`src/hdl/csed_pkg.sv`:
```
package csed_pkg;

  localparam logic [3:0] PH_HEAD       = 4'd0;
  localparam logic [3:0] PH_ARG0       = 4'd1;
  localparam logic [3:0] PH_ARG_LAST   = 4'd7;
  localparam logic [3:0] PH_SIMPLE_ARG = 4'd8;
  localparam logic [3:0] PH_SIMPLE_END = 4'd11;
  localparam logic [3:0] PH_BYTES      = 4'd12;
  localparam logic [3:0] PH_TEXT       = 4'd13;
  localparam logic [3:0] PH_ERROR      = 4'd14;

  localparam logic [2:0] MT_BYTES  = 3'd2;
  localparam logic [2:0] MT_TEXT   = 3'd3;
  localparam logic [2:0] MT_MAP    = 3'd5;
  localparam logic [2:0] MT_SIMPLE = 3'd7;

  localparam logic [4:0] AI_ARG1     = 5'd24;
  localparam logic [4:0] AI_ARG8     = 5'd27;
  localparam logic [4:0] AI_RESERVED = 5'd28;
  localparam logic [4:0] AI_FALSE    = 5'd20;
  localparam logic [4:0] AI_TRUE     = 5'd21;
  localparam logic [4:0] AI_NULL     = 5'd22;

  localparam logic [3:0] EV_PAYLOAD = 4'd4;
  localparam logic [3:0] EV_SIMPLE  = 4'd8;
  localparam logic [3:0] EV_BOOL    = 4'd9;
  localparam logic [3:0] EV_NULL    = 4'd10;
  localparam logic [3:0] EV_UNDEF   = 4'd11;
  localparam logic [3:0] EV_HALF    = 4'd12;
  localparam logic [3:0] EV_ERROR   = 4'd15;

  localparam logic [63:0] ERR_RESERVED = 64'd0;
  localparam logic [63:0] ERR_TOO_LONG = 64'd1;

  typedef struct packed {
    logic [3:0]  phase;
    logic [3:0]  arg_left;
    logic [63:0] acc;
    logic [31:0] pay_left;
  } state_t;

  typedef struct packed {
    logic        valid;
    logic [3:0]  kind;
    logic [63:0] value;
    logic        last;
    logic        text;
  } event_t;

endpackage

```
`src/hdl/cbor_stream_event_decoder_core.sv`:
```
// CBOR stream event decoder.
// Input channel: one encoded byte per request on in_data_byte, in_valid/in_ready.
// Output channel: one event per request on out_event_kind, out_event_value,
// out_payload_last and out_payload_is_text, out_valid/out_ready.
// A byte is held in an input register, decoded combinationally against the
// parser state and its event, if any, lands in the output register. Argument
// bytes that only extend a pending head give no event.
// Throughput: one byte per cycle while the output is drained every cycle.
// A stalled receiver holds the event in the output register; the byte
// waiting behind it stays in the input register and in_ready drops only
// when both registers are full.
// A reserved or indefinite head, or an 8-byte string, array or map length,
// gives one error event; after it all bytes are accepted and dropped.
// Reset (rst_n low, synchronous) empties both registers and returns the
// parser to head parsing.
module cbor_stream_event_decoder_core
  import csed_pkg::*;
(
  input  logic        clk,
  input  logic        rst_n,
  input  logic        in_valid,
  output logic        in_ready,
  input  logic [7:0]  in_data_byte,
  output logic        out_valid,
  input  logic        out_ready,
  output logic [3:0]  out_event_kind,
  output logic [63:0] out_event_value,
  output logic        out_payload_last,
  output logic        out_payload_is_text
);

  logic       in_valid_r;
  logic [7:0] in_byte_r;
  state_t     state_r;
  state_t     state_nxt;
  event_t     ev;
  event_t     out_r;
  logic       step_go;

  assign step_go  = in_valid_r && (!out_r.valid || out_ready);
  assign in_ready = !in_valid_r || step_go;

  csed_step u_step (
    .st        (state_r),
    .data_byte (in_byte_r),
    .nst       (state_nxt),
    .ev        (ev)
  );

  always_ff @(posedge clk) begin
    if (!rst_n) begin
      in_valid_r <= 1'b0;
    end else if (in_ready) begin
      in_valid_r <= in_valid;
    end
  end

  always_ff @(posedge clk) begin
    if (in_ready && in_valid) begin
      in_byte_r <= in_data_byte;
    end
  end

  always_ff @(posedge clk) begin
    if (!rst_n) begin
      state_r <= '{phase: PH_HEAD, arg_left: 4'd0, acc: 64'd0, pay_left: 32'd0};
    end else if (step_go) begin
      state_r <= state_nxt;
    end
  end

  always_ff @(posedge clk) begin
    if (!rst_n) begin
      out_r.valid <= 1'b0;
    end else if (step_go) begin
      out_r.valid <= ev.valid;
    end else if (out_ready) begin
      out_r.valid <= 1'b0;
    end
    if (step_go && ev.valid) begin
      out_r.kind  <= ev.kind;
      out_r.value <= ev.value;
      out_r.last  <= ev.last;
      out_r.text  <= ev.text;
    end
  end

  assign out_valid           = out_r.valid;
  assign out_event_kind      = out_r.kind;
  assign out_event_value     = out_r.value;
  assign out_payload_last    = out_r.last;
  assign out_payload_is_text = out_r.text;

  // error phase is sticky
  a_error_sticky: assert property (@(posedge clk) disable iff (!rst_n)
    state_r.phase == PH_ERROR |=> state_r.phase == PH_ERROR)
    else $error("error phase left before reset");

  a_last_is_payload: assert property (@(posedge clk) disable iff (!rst_n)
    out_valid && (out_payload_last || out_payload_is_text) |-> out_event_kind == EV_PAYLOAD)
    else $error("payload flags on a non-payload event");

  a_payload_count: assert property (@(posedge clk) disable iff (!rst_n)
    (state_r.phase == PH_BYTES || state_r.phase == PH_TEXT) |-> state_r.pay_left != 32'd0)
    else $error("payload phase with zero count");

  a_arg_count: assert property (@(posedge clk) disable iff (!rst_n)
    (state_r.phase >= PH_ARG0 && state_r.phase <= PH_SIMPLE_END) |-> state_r.arg_left != 4'd0)
    else $error("argument phase with zero count");

endmodule

```
`src/hdl/csed_step.sv`:
```
module csed_step
  import csed_pkg::*;
(
  input  state_t     st,
  input  logic [7:0] data_byte,
  output state_t     nst,
  output event_t     ev
);

  logic [2:0]  mt;
  logic [4:0]  ai;
  logic        fin_go;
  logic [2:0]  fin_mt;
  logic [63:0] fin_arg;
  logic [63:0] acc_n;
  logic [3:0]  left_n;

  assign mt     = data_byte[7:5];
  assign ai     = data_byte[4:0];
  assign acc_n  = {st.acc[55:0], data_byte};
  assign left_n = st.arg_left - 4'd1;

  always_comb begin
    nst     = st;
    ev      = '0;
    fin_go  = 1'b0;
    fin_mt  = mt;
    fin_arg = {59'd0, ai};
    if (st.phase == PH_HEAD) begin
      if (ai >= AI_RESERVED) begin
        nst.phase = PH_ERROR;
        ev.valid  = 1'b1;
        ev.kind   = EV_ERROR;
        ev.value  = ERR_RESERVED;
      end else if (ai >= AI_ARG1) begin
        if (ai == AI_ARG8 && mt >= MT_BYTES && mt <= MT_MAP) begin
          nst.phase = PH_ERROR;
          ev.valid  = 1'b1;
          ev.kind   = EV_ERROR;
          ev.value  = ERR_TOO_LONG;
        end else begin
          nst.arg_left = 4'(4'd1 << ai[1:0]);
          nst.acc      = '0;
          if (mt == MT_SIMPLE) begin
            nst.phase = PH_SIMPLE_ARG + {2'd0, ai[1:0]};
          end else begin
            nst.phase = PH_ARG0 + {1'b0, mt};
          end
        end
      end else if (mt == MT_SIMPLE) begin
        ev.valid = 1'b1;
        if (ai < AI_FALSE) begin
          ev.kind  = EV_SIMPLE;
          ev.value = {59'd0, ai};
        end else if (ai == AI_FALSE) begin
          ev.kind = EV_BOOL;
        end else if (ai == AI_TRUE) begin
          ev.kind  = EV_BOOL;
          ev.value = 64'd1;
        end else if (ai == AI_NULL) begin
          ev.kind = EV_NULL;
        end else begin
          ev.kind = EV_UNDEF;
        end
      end else begin
        fin_go = 1'b1;
      end
    end else if (st.phase inside {[PH_ARG0:PH_SIMPLE_END]}) begin
      nst.acc      = acc_n;
      nst.arg_left = left_n;
      if (left_n == 4'd0) begin
        if (st.phase >= PH_SIMPLE_ARG) begin
          nst.phase = PH_HEAD;
          ev.valid  = 1'b1;
          ev.value  = acc_n;
          if (st.phase == PH_SIMPLE_ARG) begin
            ev.kind = EV_SIMPLE;
          end else begin
            ev.kind = EV_HALF + (st.phase - PH_SIMPLE_ARG - 4'd1);
          end
        end else begin
          fin_go  = 1'b1;
          fin_mt  = 3'(st.phase - PH_ARG0);
          fin_arg = acc_n;
        end
      end
    end else if (st.phase == PH_BYTES || st.phase == PH_TEXT) begin
      ev.valid = 1'b1;
      ev.kind  = EV_PAYLOAD;
      ev.value = {56'd0, data_byte};
      ev.text  = (st.phase == PH_TEXT);
      if (st.pay_left <= 32'd1) begin
        ev.last      = 1'b1;
        nst.pay_left = '0;
        nst.phase    = PH_HEAD;
      end else begin
        nst.pay_left = st.pay_left - 32'd1;
      end
    end

    if (fin_go) begin
      ev.valid = 1'b1;
      ev.value = fin_arg;
      if (fin_mt == MT_BYTES || fin_mt == MT_TEXT) begin
        ev.kind      = {1'b0, fin_mt};
        nst.pay_left = fin_arg[31:0];
        if (fin_arg != 64'd0) begin
          nst.phase = (fin_mt == MT_BYTES) ? PH_BYTES : PH_TEXT;
        end else begin
          nst.phase = PH_HEAD;
        end
      end else begin
        nst.phase = PH_HEAD;
        if (fin_mt <= 3'd1) begin
          ev.kind = {1'b0, fin_mt};
        end else begin
          ev.kind = {1'b0, fin_mt} + 4'd1;
        end
      end
    end
  end

endmodule

```
`config.mk`:
```
export PLATFORM = sky130hd
export DESIGN_NAME = cbor_stream_event_decoder_core
export DESIGN_NICKNAME = d
export VERILOG_FILES = /design/src/hdl/csed_pkg.sv /design/src/hdl/cbor_stream_event_decoder_core.sv /design/src/hdl/csed_step.sv
export SDC_FILE = /design/constraint.sdc
export NUM_CORES = 1
export LEC_CHECK = 0
export ABC_CLOCK_PERIOD_IN_PS = 8710
export BUFFER_PORTS_ARGS = -buffer_cell sky130_fd_sc_hd__buf_2
export CAP_MARGIN = 20
export CORE_AREA = 2 2 203 125
export DETAILED_ROUTE_END_ITERATION = 10
export DIE_AREA = 0 0 205 127
export PLACE_DENSITY = 0.59
export SETUP_SLACK_MARGIN = 0.15
export SYNTH_ARGS = -nofsm -noshare
export SYNTH_HDL_FRONTEND = slang
export SYNTH_SLANG_ARGS = --single-unit
export TNS_END_PERCENT = 1
```
`constraint.sdc`:
```
create_clock -name clk -period 8.71 [get_ports clk]
set_input_delay 0 -clock clk [delete_from_list [all_inputs] [get_ports clk]]
set_output_delay 0 -clock clk [all_outputs]
set_load 0.05 [all_outputs]
```
==> results of run 1 <==
==> per-layer routing <==
metal	GRT usage	wire length [um]	part of all wire	vias up
met5	0	0	0	-
met4	0.0512	325	0.013	0
met3	0.0490	2230	0.087	27
met2	0.243	9830	0.38	349
met1	0.325	13200	0.52	3465
li1	-	-	-	3307
==> worst paths after layout <==
| check | cells past startpoint | end | startpoint |
|---|---|---|---|
| setup / recovery | 9 | out_payload_last$_SDFFCE_PP0P_ | state_r[100]$_SDFFE_PN0P_ |
| hold / removal | 4 | state_r[10]$_SDFFE_PN0P_ | rst_n |
| setup reg to reg | 9 | out_payload_last$_SDFFCE_PP0P_ | state_r[100]$_SDFFE_PN0P_ |
| hold reg to reg | 2 | state_r[26]$_SDFFE_PN0P_ | state_r[26]$_SDFFE_PN0P_ |
==> flip-flops by register name (all words and copies together), names as in the netlist <==
| register | flops |
|---|---|
| out_payload_last | 1 |
| out_valid | 1 |
| in_byte_r | 8 |
| out_event_value | 64 |
| out_payload_is_text | 1 |
| state_r | 96 |
| in_valid_r | 1 |
| out_event_kind | 4 |
==> cells by family after synthesis <==
family                   Yosys count
AND/OR/NAND/NOR                  359
AO/OA/AOI/OAI                    205
flip-flops                       176
buffers and inverters             79
adder cells (fa/ha/maj)           13
multiplexers                       7
XOR/XNOR                           5
==> timing repair <==
action                                 4_1_cts  5_1_grt
hold buffers                                11        0
buffers inserted                             0        0
endpoints found under the hold margin       10        0
==> per-stage QoR <==
stage	power (W)	util	hold slack [ps]	setup WS (ps)
3_5_place_dp	0.00127	0.375	178	5030
6_report	0.00204	0.404	152	5060
2_1_floorplan	0.00119	-	98.9	3480
3_3_place_gp	0.00127	0.375	177	5160
5_1_grt	0.00211	0.404	173	4690
4_1_cts	0.00204	0.404	125	5020
==> area by class of cell <==
class	instances	share of cell area
repair buffers	103	0.0611
flip-flops and latches	176	0.444
clock buffers	20	0.0482
well taps	322	0.0415
multi-input cells	589	0.387
inverters	17	0.00658
clock inverters	12	0.0121
==> cell usage in the layout (no fill, tap or decap), types with 4 or more instances in the layout <==
| cell type | count |
|---|---|
| ha_1 | 13 |
| and4_1 | 4 |
| a32oi_1 | 6 |
| dfxtp_1 | 98 |
| o221ai_1 | 4 |
| o21ai_0 | 29 |
| o2111ai_1 | 4 |
| nor3_1 | 22 |
| nand4_1 | 20 |
| nand3b_1 | 4 |
| dlygate4sd3_1 | 11 |
| nor4_1 | 26 |
| a211oi_1 | 7 |
| o211ai_1 | 5 |
| nor4b_1 | 4 |
| nor2b_1 | 6 |
| or2_2 | 4 |
| buf_2 | 83 |
| or3_1 | 11 |
| and2_1 | 64 |
| edfxtp_1 | 78 |
| nor2_1 | 85 |
| a21oi_1 | 20 |
| a31oi_1 | 26 |
| and3_1 | 4 |
| nand2b_1 | 9 |
| a21o_1 | 5 |
| inv_6 | 5 |
| inv_1 | 15 |
| buf_4 | 9 |
| clkbuf_16 | 18 |
| a22oi_1 | 59 |
| nand2_1 | 44 |
| nand3_1 | 27 |
| o22ai_1 | 9 |
==> critical path: cells and delay by family, from the launching register on <==
family / cells / cell delay (ps)
AND/OR/NAND/NOR: 5 / 1390
buffers and inverters: 2 / 740
flip-flops: 1 / 490
adder cells (fa/ha/maj): 1 / 300
AO/OA/AOI/OAI: 1 / 290
==> power by group through the flow <==
stage	Sequential, W	Clock [W]	Combinational, W
2_1_floorplan	0.00102	0	0.000173
3_3_place_gp	0.000955	0	0.000319
3_5_place_dp	0.000954	0	0.000319
4_1_cts	0.000937	0.000782	0.000324
5_1_grt	0.000942	0.000812	0.000352
6_report	0.000938	0.000770	0.000328
==> key figures, run 1 <==
Clock tree
  – Root buf cell: clkbuf_16
  – Post-CTS Resized: 0
  – Clock-pin slew on the worst setup and hold paths: 70 ps
  – Total clock sinks: 176
  – TritonCTS Buffers: 17
  – Worst-skew pair later-pin latency: between 400 and 500 ps
  – CTS Buffer Depth: 2
  – CTS tree: yes
  – CTS HTree Levels: 4

Placement
  – Cells after DPL: 1196
  – IO Port Bufs: 83
  – Final GP Congestion: 0.948
  – Placed wire-length estimate: 17300 um
  – Cell Area, Placed: 9010 um^2

STA
  – Setup tns final: 0 ps
  – Rel. slew slack: 0.283
  – Final number of setup-violating endpoints: 0
  – Clock skew: 8.80 ps
  – Final period utilization: 0.419
  – Pins Over Slew Limit: 0
  – Slew @ Worst Pin: 1050 ps
  – Unrepaired setup endpoints after global routing: false
  – Final Hold Viols: 0
  – Fmax: about 0.27 GHz
  – Tmin final: between 3000 and 4000 ps

Power
  – Peak supply drop: 135 uV
  – P_sw: 0.000623 W
  – Total power per unit cell area: 210 nW/um^2
  – Power share of the clock group: 0.378
  – Pint: about 0.0014 W
  – Sw frac: 0.306
  – Pleak: 3.41 nW
  – Sequential Power Share: 0.461
  – Comb pwr share: 0.161

Synth
  – Top cell type's share of synthesized area: 0.280
  – Cell with the most instances after synthesis: dfxtp_1
  – Yosys cell types: 74
  – Syn avg cell area: 9.91 um^2
  – Synth cell count leaders: dfxtp_1, nor2_1, edfxtp_1, and2_1, a22oi_1
  – Warnings from Yosys: 0
  – Mapped cell area: 8360 um^2
  – Number of standard cells after synthesis: 844
  – Simple-Gate Fraction of Synth Area: 0.237
  – Adder-cell share of the synthesized area: 0.0195
  – Yosys reg bits: 176
  – Synth Flop Type: dfxtp_1
  – Post-synth ARST share: 0
  – Compound-Gate Fraction of Synth Area: 0.173
  – EDFF count, synth: 78
  – Post-synth net total: 869
  – Sequential area share after synthesis: 0.515
  – Synth area leader: edfxtp_1
  – Synth area leaders: edfxtp_1, dfxtp_1, a22oi_1
  – Mux cell area share after synthesis: 0.0103
  – Xor and xnor fraction of the mapped netlist area: 0.00524
  – Main combinational cell family by area after synthesis: simple AND/OR/NAND/NOR gates

Critical path
  – Setup crit start kind: flip-flop
  – Worst path slowest cell: buf_4
  – WP data required: between 8000 and 9000 ps
  – Crit-path cells: inv_1 -> ha_1 -> nor2b_1 -> nor4b_1 -> a21oi_2 -> nand4_1 -> nor2_1 -> nor2_4 -> buf_4
  – Arrival time worst endpoint: ~3700 ps
  – Crit path max fanout: 55
  – Worst setup EP type: flip-flop
  – Critical Path Max Stage Delay: ~660 ps
  – Crit path kind: flip-flop to flip-flop
  – R2r setup slk: 5060 ps

Global routing
  – Vias in the first global route: 6372
  – First-pass GRT wire length: 39100 um
  – Largest net degree at the start of global routing: 57
  – Total gr overflow: 0
  – GRT Util Overall: 0.197
  – Initial antenna violation count: 0

Route
  – Initial DRC count: 773
  – DRT Wirelength: 25600 um
  – Via Count: 7148
  – First-pass DRT Iterations: 7
  – # DRC: 0
  – Vias/cell: 5.77
  – DRT antenna net count: 0
  – Routed WL per cell: between 20 and 25 um

Cells and area
  – Layout area overhead: 16.1%
  – Inserted Diodes: 0
  – Layout cell share with drive strength beyond 1: 0.171
  – # nets final: just over 900
  – Final instance area: 9700 um^2
  – Area used by multi-input combinational logic: 3750 um^2
  – Fillcell total: 2389
  – Register area: 4300 um^2
  – Layout Cells excl Fill: 1239

Hold path
  – Hold WC Path Type: input pin to flip-flop

Floorplanning
  – Die W: roughly 210 um
  – Core Rows: 44
  – Die height: around 130 um
  – Total core area: 24000 um^2
  – Starting density of the core: 0.348
  – IO Pins: between 80 and 90
  – Die area: 26000 um^2

Flow run
  – Max-cap violations: 0

Outcome
  – Outcome: finished, final reports clean
Note: power is estimated with default switching activity, not from simulation.
==> inputs of run 2 (changes only) <==
Settings changed: ABC_CLOCK_PERIOD_IN_PS 8710 to 3200, PLACE_DENSITY 0.59 to 0.6.
Clock period 8.71 ns to 3.2 ns, I/O delays scaled along.
==> run 2 against run 1 <==
- sequential cell count stayed put
- die area stayed put
- utilization is 1.4 points higher
- maximum frequency is 29% higher
- critical path depth stayed put
- count of clock-buffer cells in the layout stayed put
==> key figures, run 2 (same netlist as run 1, synthesis figures left out) <==
Floorplanning
  – Die height: 127 um
  – Starting density of the core: 0.348
  – Die area: 26000 um^2
  – Die W: 205 um
  – Total core area: 24000 um^2
  – IO Pins: 84
  – Core Rows: 44

Cells and area
  – Max FFs per register: 96
  – Most frequent cells in the layout: dfxtp_1, nor2_1, buf_2
  – Top reg by flops: state_r
  – # nets final: 964
  – Fillcell total: 2375
  – Inserted Diodes: 0
  – Layout cell share with drive strength beyond 1: 0.210
  – Layout Cells excl Fill: 1274
  – Final instance area: 10000 um^2
  – Most common cell after layout, fill and taps aside: dfxtp_1
  – Layout area overhead: 20.0%

Power
  – Pleak: 3.59 nW
  – Peak supply drop: 304 uV
  – Total power per unit cell area: 558 nW/um^2
  – Total Power: around 0.0056 W

Critical path
  – Worst setup EP type: flip-flop
  – Critical Path Max Stage Delay: 560 ps
  – R2r setup slk: about 360 ps
  – Setup crit end: out_event_value[29]$_DFFE_PP_
  – WP data required: 3340 ps
  – CP Depth: 9
  – Reg-to-Reg Start: in_byte_r[5]$_DFFE_PP_
  – Setup crit start: in_byte_r[5]$_DFFE_PP_
  – Crit path max fanout: 14
  – CP Buf/Inv Count: 2
  – Crit path max-delay family: compound AO/OA/AOI/OAI gates
  – Setup crit start kind: flip-flop
  – Crit path kind: flip-flop to flip-flop
  – RR Endpoint: out_event_value[29]$_DFFE_PP_
  – Arrival time worst endpoint: between 2000 and 3000 ps
  – Crit-path cells: inv_1 -> ha_1 -> or3_1 -> o31a_1 -> a21boi_0 -> o21ai_0 -> nor2_2 -> nor2_4 -> buf_4
  – R2R depth: 9
  – Worst path slowest cell: edfxtp_1

Global routing
  – GRT Util Overall: 0.196
  – Initial antenna violation count: 0
  – Vias in the first global route: 6673
  – First-pass GRT wire length: approximately 39000 um
  – Largest net degree at the start of global routing: 64
  – Total gr overflow: 0

Route
  – # DRC: 0
  – DRT antenna net count: 0
  – Routed WL per cell: slightly below 20 um
  – Vias/cell: roughly 5.7
  – Initial DRC count: 716
  – First-pass DRT Iterations: 5
  – Via Count: 7243
  – DRT Wirelength: 25100 um

Clock tree
  – Clock-pin slew on the worst setup and hold paths: 70 ps
  – CTS Buffer Depth: 2
  – Total clock sinks: 176
  – CTS tree: yes
  – Setup bufs post-CTS: 0
  – Worst-skew pair later-pin latency: 440 ps
  – CTS HTree Levels: 4
  – Root buf cell: clkbuf_16
  – TritonCTS Buffers: 17

STA
  – Fmax: 0.352 GHz
  – Final period utilization: 0.888
  – Unrepaired setup endpoints after global routing: false
  – Setup tns final: 0 ps
  – Rel. slew slack: 0.330
  – Final Hold Viols: 0
  – Pins Over Slew Limit: 0
  – Tmin final: ~2800 ps
  – Clock skew: ~13 ps
  – Slew @ Worst Pin: between 1000 and 1500 ps
  – Final number of setup-violating endpoints: 0
  – Worst setup margin: 357 ps

Hold path
  – Hold WC Path Type: input pin to flip-flop

Placement
  – Final GP Congestion: 0.922
  – Placed wire-length estimate: 17300 um
  – Cell Area, Placed: 9330 um^2
  – Cells after DPL: around 1200
  – Pre-CTS WS: 406 ps
  – IO Port Bufs: 83

Flow run
  – Max-cap violations: 0

Outcome
  – Outcome: finished, final reports clean
==> run 2: power breakdown <==
group          internal, W  switching (W)  leakage (nW)
combinational     0.000286       0.000672          1.78
sequential         0.00246      0.0000892          1.52
clock              0.00114       0.000956         0.286
==> run 2: worst reg2reg max path, delay by kind of cell, from the launching register on <==
kind,cells,cell delay [ps]
compound gates,3,660
fa+ha+maj,1,190
flops,1,560
buf+inv,2,550
simple gates,3,580
==> run 2: routing by layer <==
metal  global-route usage  wire length (um)  part of all wire
met1                0.319             13100              0.52
met2                0.250              9600              0.38
met3               0.0474              2110             0.084
met4               0.0504               282             0.011
met5                    0                 0                 0
==> run 2: repair_timing <==
| action | 4_1_cts | 5_1_grt |
|---|---|---|
| resized for setup | 0 | 0 |
| hold buffers | 12 | 0 |
| endpoints found under the hold margin | 13 | 0 |
| setup endpoints to repair | 0 | 0 |
==> run 2: worst min path at each step <==
stage,cells past startpoint,endpoint,from
floorplan,0,in_byte_r[0]$_DFFE_PP_,in_data_byte[0]
global placement,1,in_byte_r[2]$_DFFE_PP_,in_data_byte[2]
detailed placement,1,in_byte_r[0]$_DFFE_PP_,in_data_byte[0]
CTS,2,in_byte_r[3]$_DFFE_PP_,in_data_byte[3]
global route,2,in_byte_r[2]$_DFFE_PP_,in_data_byte[2]
finish,2,in_byte_r[2]$_DFFE_PP_,in_data_byte[2]
==> run 2: cell type report <==
class	count	area, um^2	share of cell area
tap	322	403	0.0402
inverter	17	63.8	0.00636
multi-input combinational	589	3790	0.377
sequential	176	4310	0.429
timing repair buffer	138	892	0.0889
clock buffer	20	457	0.0455
clock inverter	12	124	0.0123
==> run 2: metrics by stage <==
stage / hold slack, ps / util
floorplan: 98.9 / -
global placement: 176 / 0.389
detailed placement: 178 / 0.389
CTS: 244 / 0.418
global route: 259 / 0.418
finish: 263 / 0.418
==> inputs of run 3 (changes only) <==
Settings changed: CORE_AREA 2 2 203 125 to 2 2 166 103, DIE_AREA 0 0 205 127 to 0 0 168 105, GPL_TIMING_DRIVEN set to 0, PLACE_DENSITY 0.6 to 0.81.
==> run 3 against run 2 <==
- clock skew up 0.56 ps
- non-clock buffer count rose by 22
- clock power about the same
- die area down 32%
- utilization is 20 points higher
- sequential share of layout area rose by 0.70 points
- largest cell class unchanged
- wire length up 1.5%
- highest routed layer unchanged
- hold slack worse by 210 ps
- total power rose by 0.54%
- maximum frequency shrank 5.4%
- global-route usage is 9.3 points higher
- combinational power grew 2.9%
==> key figures, run 3 (same netlist as run 1, synthesis figures left out) <==
Floorplanning
  – Starting density of the core: 0.523
  – Core Rows: 36
  – Die height: 105 um
  – IO Pins: 84
  – Die W: 168 um
  – Die area: approximately 18000 um^2
  – Total core area: 16000 um^2

Critical path
  – Setup crit start kind: flip-flop
  – R2R depth: 11
  – Crit path max fanout: 35
  – Worst setup EP type: flip-flop
  – Crit path kind: flip-flop to flip-flop
  – Reg-to-Reg Start: state_r[100]$_SDFFE_PN0P_
  – Arrival time worst endpoint: around 3200 ps
  – R2r setup slk: 200 ps
  – Crit-path cells: inv_1 -> ha_2 -> nor2b_2 -> nor4b_2 -> a21oi_2 -> buf_6 -> nand4_1 -> nor2_2 -> nor2_4 -> buf_16 -> buf_12
  – Critical Path Max Stage Delay: 370 ps
  – RR Endpoint: out_event_value[17]$_DFFE_PP_
  – Worst path slowest cell: dfxtp_2
  – WP data required: 3380 ps

Clock tree
  – Root buf cell: clkbuf_16
  – Clock-pin slew on the worst setup and hold paths: 80 ps
  – Total clock sinks: around 180
  – Worst-skew pair later-pin latency: around 440 ps
  – CTS Buffer Depth: 2
  – CTS tree: yes
  – CTS HTree Levels: 4
  – TritonCTS Buffers: 17

Cells and area
  – # nets final: 986
  – Inserted Diodes: 0
  – Layout cell share with drive strength beyond 1: 0.185
  – Max FFs per register: 96
  – Most frequent cells in the layout: buf_2, dfxtp_1, nor2_1
  – Top reg by flops: state_r
  – Layout area overhead: 18.1%
  – Most common cell after layout, fill and taps aside: buf_2

Power
  – Sequential Power Share: 0.448
  – Power share of the clock group: 0.377
  – Sw frac: 0.326
  – Total power per unit cell area: 570 nW/um^2
  – Comb pwr share: 0.175
  – P_sw: 0.00184 W
  – Pint: 0.00379 W
  – Peak supply drop: 310 uV
  – Total Power: 0.00562 W
  – Pleak: 3.53 nW

Route
  – Vias/cell: 6.51
  – Initial DRC count: 1167
  – DRT Wirelength: 25500 um
  – First-pass DRT Iterations: 7
  – # DRC: 0
  – Via Count: 7699
  – Routed WL per cell: about 22 um
  – DRT antenna net count: 0

STA
  – Clock skew: 13.5 ps
  – Worst setup margin: 197 ps
  – Final Hold Viols: 0
  – Pins Over Slew Limit: 0
  – Fmax: ~0.33 GHz
  – Rel. slew slack: 0.436
  – Tmin final: 3000 ps
  – Slew @ Worst Pin: 843 ps
  – Final period utilization: 0.939
  – Unrepaired setup endpoints after global routing: true
  – Final number of setup-violating endpoints: 0

Global routing
  – Initial antenna violation count: 0
  – First-pass GRT wire length: 39500 um
  – Largest net degree at the start of global routing: 36
  – Vias in the first global route: 7161
  – Total gr overflow: 0
  – GRT Util Overall: 0.289

Outcome
  – Outcome: finished, final reports clean

Placement
  – Final GP Congestion: about 0.96
  – Placed wire-length estimate: 17300 um
  – IO Port Bufs: 83
  – Pre-CTS WS: -17.9 ps

Hold path
  – Hold_sp: rst_n
  – Worst hold endpoint: state_r[4]$_SDFFE_PN0P_
  – Hold path depth: 5
  – Hold WC Path Type: input pin to flip-flop

Flow run
  – Max-cap violations: 0
[run 3: changes by cell type in the layout (fill, tap and decap cells not counted), moves of 2 or more]
cell      delta
buf_2       +16
nor2_1       +2
buf_12       -2
clkbuf_1    +42
clkinv_8     +6
clkbuf_8     -2
buf_4       -37
buf_6        +2
[run 3: worst max path at each step]
stage                                                end  cells past startpoint  slack (ps)                      start
after global placement    out_payload_last$_SDFFCE_PP0P_                      7        -700     in_byte_r[3]$_DFFE_PP_
final                      out_event_value[17]$_DFFE_PP_                     11         200  state_r[100]$_SDFFE_PN0P_
after floorplan              out_event_kind[0]$_DFFE_PP_                      8         140   state_r[96]$_SDFFE_PN0P_
after global routing       out_event_value[19]$_DFFE_PP_                      9          90     in_byte_r[3]$_DFFE_PP_
after detailed placement  out_payload_last$_SDFFCE_PP0P_                      9         -20     in_byte_r[3]$_DFFE_PP_
after CTS                  out_event_value[17]$_DFFE_PP_                     11         250  state_r[100]$_SDFFE_PN0P_
[run 3: routing by layer]
layer  vias up  GRT usage  share of wire
met5         -          0              0
met4         0     0.0789          0.018
met3        65     0.0970           0.13
met2       538      0.392           0.41
met1      3671      0.435           0.45
li1       3425          -              -
[run 3: stage by stage]
step	utilization	cell area, um^2	TNS, ps	instances	hold WS, ps
2_1_floorplan	-	8410	0	844	98.9
6_report	0.617	9870	0	1183	52.5
3_5_place_dp	0.571	9140	-505	1138	179
4_1_cts	0.617	9860	0	1182	38.0
3_3_place_gp	0.568	9090	-48640	1136	177
5_1_grt	0.617	9870	0	1183	96.1
[run 3: power by group through the flow]
stage                     logic (W)  clock network, W  registers (W)
after global routing        0.00104           0.00221        0.00253
after floorplan            0.000486                 0        0.00276
final                      0.000986           0.00212        0.00252
after detailed placement   0.000938                 0        0.00257
after global placement     0.000913                 0        0.00257
after CTS                  0.000957           0.00213        0.00252
[run 3: worst max-delay path: cells and delay by family (launching register included)]
family,cells,cell delay [ps]
AO/OA/AOI/OAI,1,350
buffers and inverters,4,670
flip-flops,1,370
adder cells (fa/ha/maj),1,240
AND/OR/NAND/NOR,5,1060
[run 3: timing repair]
item	4_1_cts	5_1_grt
hold buffers	11	0
setup buffers	1	0
endpoints found under the hold margin	10	0
gates resized for setup	0	1
setup endpoints to repair	35	48
pin swaps	1	0
[run 3: layout make-up]
type | count | area, um^2
fill | 1262 | 6120
sequential | 176 | 4310
multi-input combinational | 589 | 3770
timing repair buffer | 98 | 586
clock buffer | 17 | 425
buffer | 62 | 272
tap | 209 | 262
clock inverter | 15 | 185
inverter | 17 | 63.8
